**src/rtl/dhdc_pkg.sv**
```systemverilog
package dhdc_pkg;

  typedef enum logic [1:0] {
    MODE_IDLE     = 2'd0,
    MODE_HEATING  = 2'd1,
    MODE_COOLDOWN = 2'd2
  } mode_t;

  typedef enum logic [3:0] {
    EV_NONE       = 4'd0,
    EV_START      = 4'd1,
    EV_CUTOFF     = 4'd2,
    EV_HUMID_EXIT = 4'd3,
    EV_COOLDOWN   = 4'd4,
    EV_REHEAT     = 4'd5,
    EV_DONE       = 4'd6,
    EV_FAULT      = 4'd7,
    EV_TOO_COLD   = 4'd8
  } event_t;

  // Configuration register indexes.
  localparam int unsigned CfgIdxW = 3;
  localparam int unsigned CfgDataW = 24;
  localparam logic [CfgIdxW-1:0] CFG_HUM_ENTER  = 3'd0;
  localparam logic [CfgIdxW-1:0] CFG_HUM_LEAVE  = 3'd1;
  localparam logic [CfgIdxW-1:0] CFG_TARGET_T   = 3'd2;
  localparam logic [CfgIdxW-1:0] CFG_CUTOFF_T   = 3'd3;
  localparam logic [CfgIdxW-1:0] CFG_MINIMUM_T  = 3'd4;
  localparam logic [CfgIdxW-1:0] CFG_ON_PHASE   = 3'd5;
  localparam logic [CfgIdxW-1:0] CFG_OFF_PHASE  = 3'd6;
  localparam logic [CfgIdxW-1:0] CFG_IDLE_POLL  = 3'd7;

  // Reset values of the configuration registers.
  localparam logic [9:0]         RST_HUM_ENTER = 10'd700;
  localparam logic [9:0]         RST_HUM_LEAVE = 10'd550;
  localparam logic signed [11:0] RST_TARGET_T  = 12'sd400;
  localparam logic signed [11:0] RST_CUTOFF_T  = 12'sd450;
  localparam logic signed [11:0] RST_MINIMUM_T = 12'sd100;
  localparam logic [23:0]        RST_ON_PHASE  = 24'd60000;
  localparam logic [23:0]        RST_OFF_PHASE = 24'd120000;
  localparam logic [23:0]        RST_IDLE_POLL = 24'd30000;

  typedef struct packed {
    logic [9:0]         hum_enter;
    logic [9:0]         hum_leave;
    logic signed [11:0] target_t;
    logic signed [11:0] cutoff_t;
    logic signed [11:0] minimum_t;
    logic [23:0]        on_phase;
    logic [23:0]        off_phase;
    logic [23:0]        idle_poll;
  } cfg_t;

  typedef struct packed {
    mode_t       mode;
    logic        heater;
    logic [31:0] last_sample;
    logic [31:0] phase_start;
  } ctl_state_t;

endpackage

```
**src/rtl/defog_heater_duty_controller.sv**
```systemverilog
// An accepted word waits in the input register, then moves to the result register.
// Throughput: one word per cycle while out_ready drains results; the two registers
// are separate, so one further word is taken while a result waits for out_ready.
// Reset (rst_n low, synchronous): idle mode, heater off, both time stamps
// zero, configuration registers at their defaults, both stages empty.
module defog_heater_duty_controller
  import dhdc_pkg::*;
#(
  parameter int unsigned ACTIVE_POLL_MS = 10000
) (
  input  logic                clk,
  input  logic                rst_n,
  input  logic                in_valid,
  output logic                in_ready,
  input  logic [31:0]         in_now_ms,
  input  logic [9:0]          in_humidity,
  input  logic signed [11:0]  in_temperature,
  input  logic                in_sensor_ok,
  output logic                out_valid,
  input  logic                out_ready,
  output logic                out_heater_on,
  output logic [1:0]          out_mode,
  output logic                out_sampled,
  output logic [3:0]          out_event_res,
  input  logic                cfg_we,
  input  logic [CfgIdxW-1:0]  cfg_index,
  input  logic [CfgDataW-1:0] cfg_data
);

  cfg_t               cfg_r;
  ctl_state_t         st_r;
  ctl_state_t         st_nxt;
  logic               in_vld_r;
  logic [31:0]        now_r;
  logic [9:0]         hum_r;
  logic signed [11:0] temp_r;
  logic               ok_r;
  logic               out_vld_r;
  logic               heater_r;
  mode_t              mode_r;
  logic               sampled_r;
  event_t             event_r;
  logic               step_sampled;
  event_t             step_event;
  logic               adv;

  // The held word moves on when the result register is free or being drained.
  assign adv      = in_vld_r && (!out_vld_r || out_ready);
  assign in_ready = !in_vld_r || adv;

  always_ff @(posedge clk) begin
    if (!rst_n) begin
      cfg_r.hum_enter <= RST_HUM_ENTER;
      cfg_r.hum_leave <= RST_HUM_LEAVE;
      cfg_r.target_t  <= RST_TARGET_T;
      cfg_r.cutoff_t  <= RST_CUTOFF_T;
      cfg_r.minimum_t <= RST_MINIMUM_T;
      cfg_r.on_phase  <= RST_ON_PHASE;
      cfg_r.off_phase <= RST_OFF_PHASE;
      cfg_r.idle_poll <= RST_IDLE_POLL;
    end else if (cfg_we) begin
      unique case (cfg_index)
        CFG_HUM_ENTER: cfg_r.hum_enter <= cfg_data[9:0];
        CFG_HUM_LEAVE: cfg_r.hum_leave <= cfg_data[9:0];
        CFG_TARGET_T:  cfg_r.target_t  <= cfg_data[11:0];
        CFG_CUTOFF_T:  cfg_r.cutoff_t  <= cfg_data[11:0];
        CFG_MINIMUM_T: cfg_r.minimum_t <= cfg_data[11:0];
        CFG_ON_PHASE:  cfg_r.on_phase  <= cfg_data;
        CFG_OFF_PHASE: cfg_r.off_phase <= cfg_data;
        CFG_IDLE_POLL: cfg_r.idle_poll <= cfg_data;
        default: ;
      endcase
    end
  end

  // Input stage.
  always_ff @(posedge clk) begin
    if (!rst_n) begin
      in_vld_r <= 1'b0;
    end else if (in_ready) begin
      in_vld_r <= in_valid;
    end
  end

  always_ff @(posedge clk) begin
    if (in_valid && in_ready) begin
      now_r  <= in_now_ms;
      hum_r  <= in_humidity;
      temp_r <= in_temperature;
      ok_r   <= in_sensor_ok;
    end
  end

  dhdc_step #(
    .ACTIVE_POLL_MS(ACTIVE_POLL_MS)
  ) u_step (
    .cfg        (cfg_r),
    .cur        (st_r),
    .now_ms     (now_r),
    .humidity   (hum_r),
    .temperature(temp_r),
    .sensor_ok  (ok_r),
    .nxt        (st_nxt),
    .sampled    (step_sampled),
    .event_res  (step_event)
  );

  // Controller state is committed only when the word reaches the result register.
  always_ff @(posedge clk) begin
    if (!rst_n) begin
      st_r.mode        <= MODE_IDLE;
      st_r.heater      <= 1'b0;
      st_r.last_sample <= 32'd0;
      st_r.phase_start <= 32'd0;
    end else if (adv) begin
      st_r <= st_nxt;
    end
  end

  // Result stage.
  always_ff @(posedge clk) begin
    if (!rst_n) begin
      out_vld_r <= 1'b0;
    end else if (adv) begin
      out_vld_r <= 1'b1;
    end else if (out_ready) begin
      out_vld_r <= 1'b0;
    end
  end

  always_ff @(posedge clk) begin
    if (adv) begin
      heater_r  <= st_nxt.heater;
      mode_r    <= st_nxt.mode;
      sampled_r <= step_sampled;
      event_r   <= step_event;
    end
  end

  assign out_valid     = out_vld_r;
  assign out_heater_on = heater_r;
  assign out_mode      = mode_r;
  assign out_sampled   = sampled_r;
  assign out_event_res = event_r;

endmodule

```
**src/rtl/dhdc_step.sv**
```systemverilog
module dhdc_step
  import dhdc_pkg::*;
#(
  parameter int unsigned ACTIVE_POLL_MS = 10000
) (
  input  cfg_t               cfg,
  input  ctl_state_t         cur,
  input  logic [31:0]        now_ms,
  input  logic [9:0]         humidity,
  input  logic signed [11:0] temperature,
  input  logic               sensor_ok,
  output ctl_state_t         nxt,
  output logic               sampled,
  output event_t             event_res
);

  localparam logic [31:0] ActivePoll = 32'(ACTIVE_POLL_MS);

  logic [31:0] interval;
  logic [31:0] elapsed;
  logic [31:0] in_phase;
  logic        due;

  // Both differences wrap modulo 2^32, matching the free-running clock.
  assign interval = (cur.mode == MODE_IDLE) ? {8'd0, cfg.idle_poll} : ActivePoll;
  assign elapsed  = now_ms - cur.last_sample;
  assign in_phase = now_ms - cur.phase_start;
  assign due      = (elapsed >= interval);

  always_comb begin
    nxt       = cur;
    sampled   = 1'b0;
    event_res = EV_NONE;
    if (due) begin
      nxt.last_sample = now_ms;
      sampled         = 1'b1;
      if (!sensor_ok) begin
        event_res = EV_FAULT;
        if (cur.heater) begin
          nxt.heater = 1'b0;
          nxt.mode   = MODE_IDLE;
        end
      end else if (cur.mode == MODE_IDLE) begin
        if (temperature < cfg.minimum_t) begin
          event_res = EV_TOO_COLD;
        end else if (humidity >= cfg.hum_enter) begin
          nxt.mode        = MODE_HEATING;
          nxt.phase_start = now_ms;
          nxt.heater      = 1'b1;
          event_res       = EV_START;
        end
      end else if (temperature >= cfg.cutoff_t) begin
        nxt.heater = 1'b0;
        nxt.mode   = MODE_IDLE;
        event_res  = EV_CUTOFF;
      end else if (humidity < cfg.hum_leave) begin
        nxt.heater = 1'b0;
        nxt.mode   = MODE_IDLE;
        event_res  = EV_HUMID_EXIT;
      end else if (cur.mode == MODE_HEATING) begin
        if (in_phase >= {8'd0, cfg.on_phase}) begin
          nxt.heater      = 1'b0;
          nxt.mode        = MODE_COOLDOWN;
          nxt.phase_start = now_ms;
          event_res       = EV_COOLDOWN;
        end
      end else if (cur.mode == MODE_COOLDOWN) begin
        if (in_phase >= {8'd0, cfg.off_phase}) begin
          if (humidity >= cfg.hum_enter && temperature < cfg.target_t) begin
            nxt.mode        = MODE_HEATING;
            nxt.phase_start = now_ms;
            nxt.heater      = 1'b1;
            event_res       = EV_REHEAT;
          end else begin
            nxt.mode  = MODE_IDLE;
            event_res = EV_DONE;
          end
        end
      end
    end
  end

endmodule
```
**config.mk**
```make
export PLATFORM = sky130hd
export DESIGN_NAME = defog_heater_duty_controller
export DESIGN_NICKNAME = d
export VERILOG_FILES = /design/src/rtl/dhdc_pkg.sv /design/src/rtl/defog_heater_duty_controller.sv /design/src/rtl/dhdc_step.sv
export SDC_FILE = /design/constraint.sdc
export NUM_CORES = 1
export LEC_CHECK = 0
export ABC_AREA = 1
export BUFFER_PORTS_ARGS = -buffer_cell sky130_fd_sc_hd__buf_2
export CORE_MARGIN = 2
export CORE_UTILIZATION = 25
export CTS_CLUSTER_SIZE = 12
export DETAILED_ROUTE_END_ITERATION = 10
export PLACE_DENSITY_LB_ADDON = 0.15
export SKIP_CTS_REPAIR_TIMING = 1
export SLEW_MARGIN = 10
export SYNTH_ARGS = -nofsm -noshare
export SYNTH_HDL_FRONTEND = slang
export SYNTH_SLANG_ARGS = --single-unit
```
**constraint.sdc**
```tcl
create_clock -name clk -period 3.45 [get_ports clk]
set_input_delay 0.1725 -clock clk [delete_from_list [all_inputs] [get_ports clk]]
set_output_delay 0.1725 -clock clk [all_outputs]
set_load 0.02 [all_outputs]
```
==> impl_results.md <==
- Status: finished with violations
- Violated checks: negative setup slack
- Post-placement cell area: between 20,000 and 25,000 µm²
- Critical path's top delay family: simple AND/OR/NAND/NOR gates
- Simple-Gate Fraction of Synth Area: roughly a quarter
- Effective utilization at floorplan: 25.2%
- Max Cap Viol: 0
- Register Area: between 5000 and 6000 µm²
- XOR/XNOR Fraction of Synth Area: 2.39%
- Vias in the first global route: about 16k
- Core Region: ~68,000 µm²
- GRT met3 Usage: 2.54%
- Layout cells sized above 1: 28.1%
- Post-synth cell types: 55
- DP HPWL: 45,900 µm
- Die area: a little over 70,000 µm²
- Fin area: 24,500 µm²
- Drt wl/cell: between 15 and 20 µm
- Total routed wirelength: 60,300 µm
- Clk_lat worst skew: slightly below 0.6 ns
- Adder-cell share of the synthesized area: between 10% and 20%
- Final #Nets: about 3.1k
- Top cells by area in the synthesized netlist: dfxtp_1 23%, ha_1 14%, nand2_1 12%
- Slowest cell on crit path: edfxtp_1
- CP required: 3.90 ns
- CTS H-tree depth: 2
- Router iterations before antenna repair: 5
- Max transition margin: a little under a third
- Data arrival time of the worst path: 4.35 ns
- Area growth, synth to finish: 42.2%
- Synth warn: 0
- Hold Fails Final Rpt: 0
- Compound-gate portion of the synthesized area: about 14%
- Crit path launch type: register
- First-pass GRT wire length: between 80,000 and 90,000 µm
- Crit path kind: reg2reg
- Post-synth top area cell: dfxtp_1
- Multi-input logic area: ~11,000 µm²
- Met2 Resource Use GR: roughly a quarter
- Clock skew: around 0.025 ns
- Async SR Flop Fraction: 0%
- Routed Antenna Nets: 0
- FF+latch count, synth: 260
- Syn Area/Cell: 7.33 µm²
- Die width: ~270 µm
- Design Power: between 10 and 15 mW
- Hold Path Class: in2reg
- Overflow left after global routing: 0
- Die Height: between 200 and 300 µm
- Number of synthesized flops with an enable pin: 63
- Cell leakage power: approximately 11 nW
- Slew Viols, Final: 0
- Post-route setup slack: -0.454 ns
- Residual DRC: 0
- Global Route Usage Sum: approximately 16%
- Max Freq: about 260 MHz
- Clock Tree Buf Depth: 3
- Vias: around 17k
- Prevailing post-synth register cell: dfxtp_1
- Mux share of post-synthesis cell area: 0%
- Clock transition at the registers of the reported paths: around 0.060 ns
- Cell area after synthesis: about 17,000 µm²
- Vias/cell: around 4.5
- Share of the synthesized area in the top cell type: a little under a quarter
- Crit path time final: ~4 ns
- Cell mode on critical path: nand2_2
- Crit path capture type: register
- Count leader, synth: nand2_1
- Largest family of logic cells by synthesized area: simple AND/OR/NAND/NOR gates
- GR peak layer: met2
- Slowest Stage Delay on Critical Path: between 0.4 and 0.5 ns
- # rows: 96
- Initial DRC Count: 840
- Fin crit share: 113%
- GR met1 Demand/Resource: a little under a quarter
- CTS buffer count: 36
- Clock tree from TritonCTS: built
- RSZ-0062 raised after global routing: yes
- Largest net degree at the start of global routing: 75
- Initial antenna violation count: 1
- Sequential share of the synthesized area: 33.9%
- Clock Tree Root: clkbuf_16
- Cells after Synth: around 2.3k
- Setup TNS: -28.63 ns
- # port buffers: 96
- # setup viols final: 75
- Synth top cells by count: 537 x nand2_1, 383 x inv_1, 214 x a21oi_1
- PwrDens: approximately 430 nW/µm²
- GP Congestion: about 0.87
- Filler Cells Inserted: between 7k and 8k
- CTS Sinks: 260
- Synthesized net count: between 2k and 3k
- Crit path max fanout: 7
- Slew @ Worst Pin: just over 1 ns
- Boundary Pins: between 90 and 100
- CP bufs+invs: 6
- VDD IR-drop max: roughly 0.30 mV
==> power by group <==
group	total, mW	leakage (nW)	switching [mW]	internal [mW]
sequential	3.37	2.22	0.0928	3.28
clock	3.79	0.585	1.56	2.23
combinational	3.25	8.42	1.79	1.45
total	10.4	11.2	3.45	6.96
==> final cells by class <==
type                    count  area share [%]
diodes                      1          0.0102
clock buffers              53            4.32
clock inverters            13           0.593
inverters                 393            6.11
multi-input cells        1632            44.5
flip-flops and latches    260            23.8
well taps                 882            4.51
repair buffers            492            16.1
==> layout by cell type (no fill, tap or decap), types with 63 or more instances in the layout <==
cell type      netlist  final
nor2_1             158    145
inv_1              383    375
ha_1               187    150
nand2_1            537    482
buf_2                7     95
edfxtp_1            63     63
a21oi_1            214    183
dlygate4sd3_1        0     73
o21ai_0            161    127
buf_4                2    291
dfxtp_1            197    197
==> worst register-to-register path, cell delays in order (launching register included) <==
cell and delay [ns]:
edfxtp_1 0.41, inv_4 0.11, ha_4 0.14, inv_4 0.03, fa_2 0.36, nand2_2 0.09
nand3_2 0.09, nand3_2 0.09, nand2_2 0.08, nand2_2 0.10, nand3_4 0.08, buf_6 0.13
xor2_2 0.15, ha_1 0.29, nand4_1 0.12, inv_1 0.07, a21oi_2 0.13, nand2_2 0.08
nand2_1 0.09, nand3_2 0.10, nor3_2 0.27, nand3_4 0.20, nand2_8 0.19, buf_12 0.15
clkbuf_16 0.17, a21oi_1 0.08
==> final timing paths <==
path / startpoint / to / slack [ns] / cells after the start
max reg2reg: now_r[0] / st_r[40] / -0.45 / 25
min reg2reg: st_r[51] / st_r[51] / 0.46 / 2
min: cfg_data[4] / cfg_r[4] / 0.003 / 3
max: now_r[0] / st_r[40] / -0.45 / 25
==> through the flow <==
| step | instances | util [%] | hold WS [ns] | worst slack [ns] |
|---|---|---|---|---|
| after floorplan | 2347 | - | 0.271 | -0.0766 |
| after global placement | 3562 | 30.5 | 0.349 | -0.677 |
| after detailed placement | 3562 | 30.5 | 0.351 | -0.702 |
| after CTS | 3628 | 32.3 | -0.271 | -0.702 |
| after global routing | 3725 | 35.8 | 0.00340 | -0.640 |
| final | 3726 | 35.8 | 0.00276 | -0.454 |
==> metal layers <==
metal  vias to the layer above  wire (µm)
met3                        77       2280
li1                       8571          -
met4                         0       1350
met5                         -          0
met1                      7746      29400
met2                       256      27300
==> registers in the layout (all words and copies together) (netlist names) <==
| register | count |
|---|---|
| cfg_r | 128 |
| hum_r | 10 |
| in_vld_r | 1 |
| now_r | 32 |
| ok_r | 1 |
| out_event_res | 4 |
| out_heater_on | 1 |
| out_mode | 2 |
| out_sampled | 1 |
| out_valid | 1 |
| st_r | 67 |
| temp_r | 12 |
==> cells by family (layout without fill, tap and decap cells) <==
logic type | count (synthesis) | count (layout)
flip-flops | 260 | 260
XOR/XNOR | 47 | 47
AO/OA/AOI/OAI | 453 | 453
AND/OR/NAND/NOR | 943 | 943
buffers and inverters | 455 | 951
other | 0 | 1
adder cells (fa/ha/maj) | 189 | 189
Power figures use the tool's default switching activity.
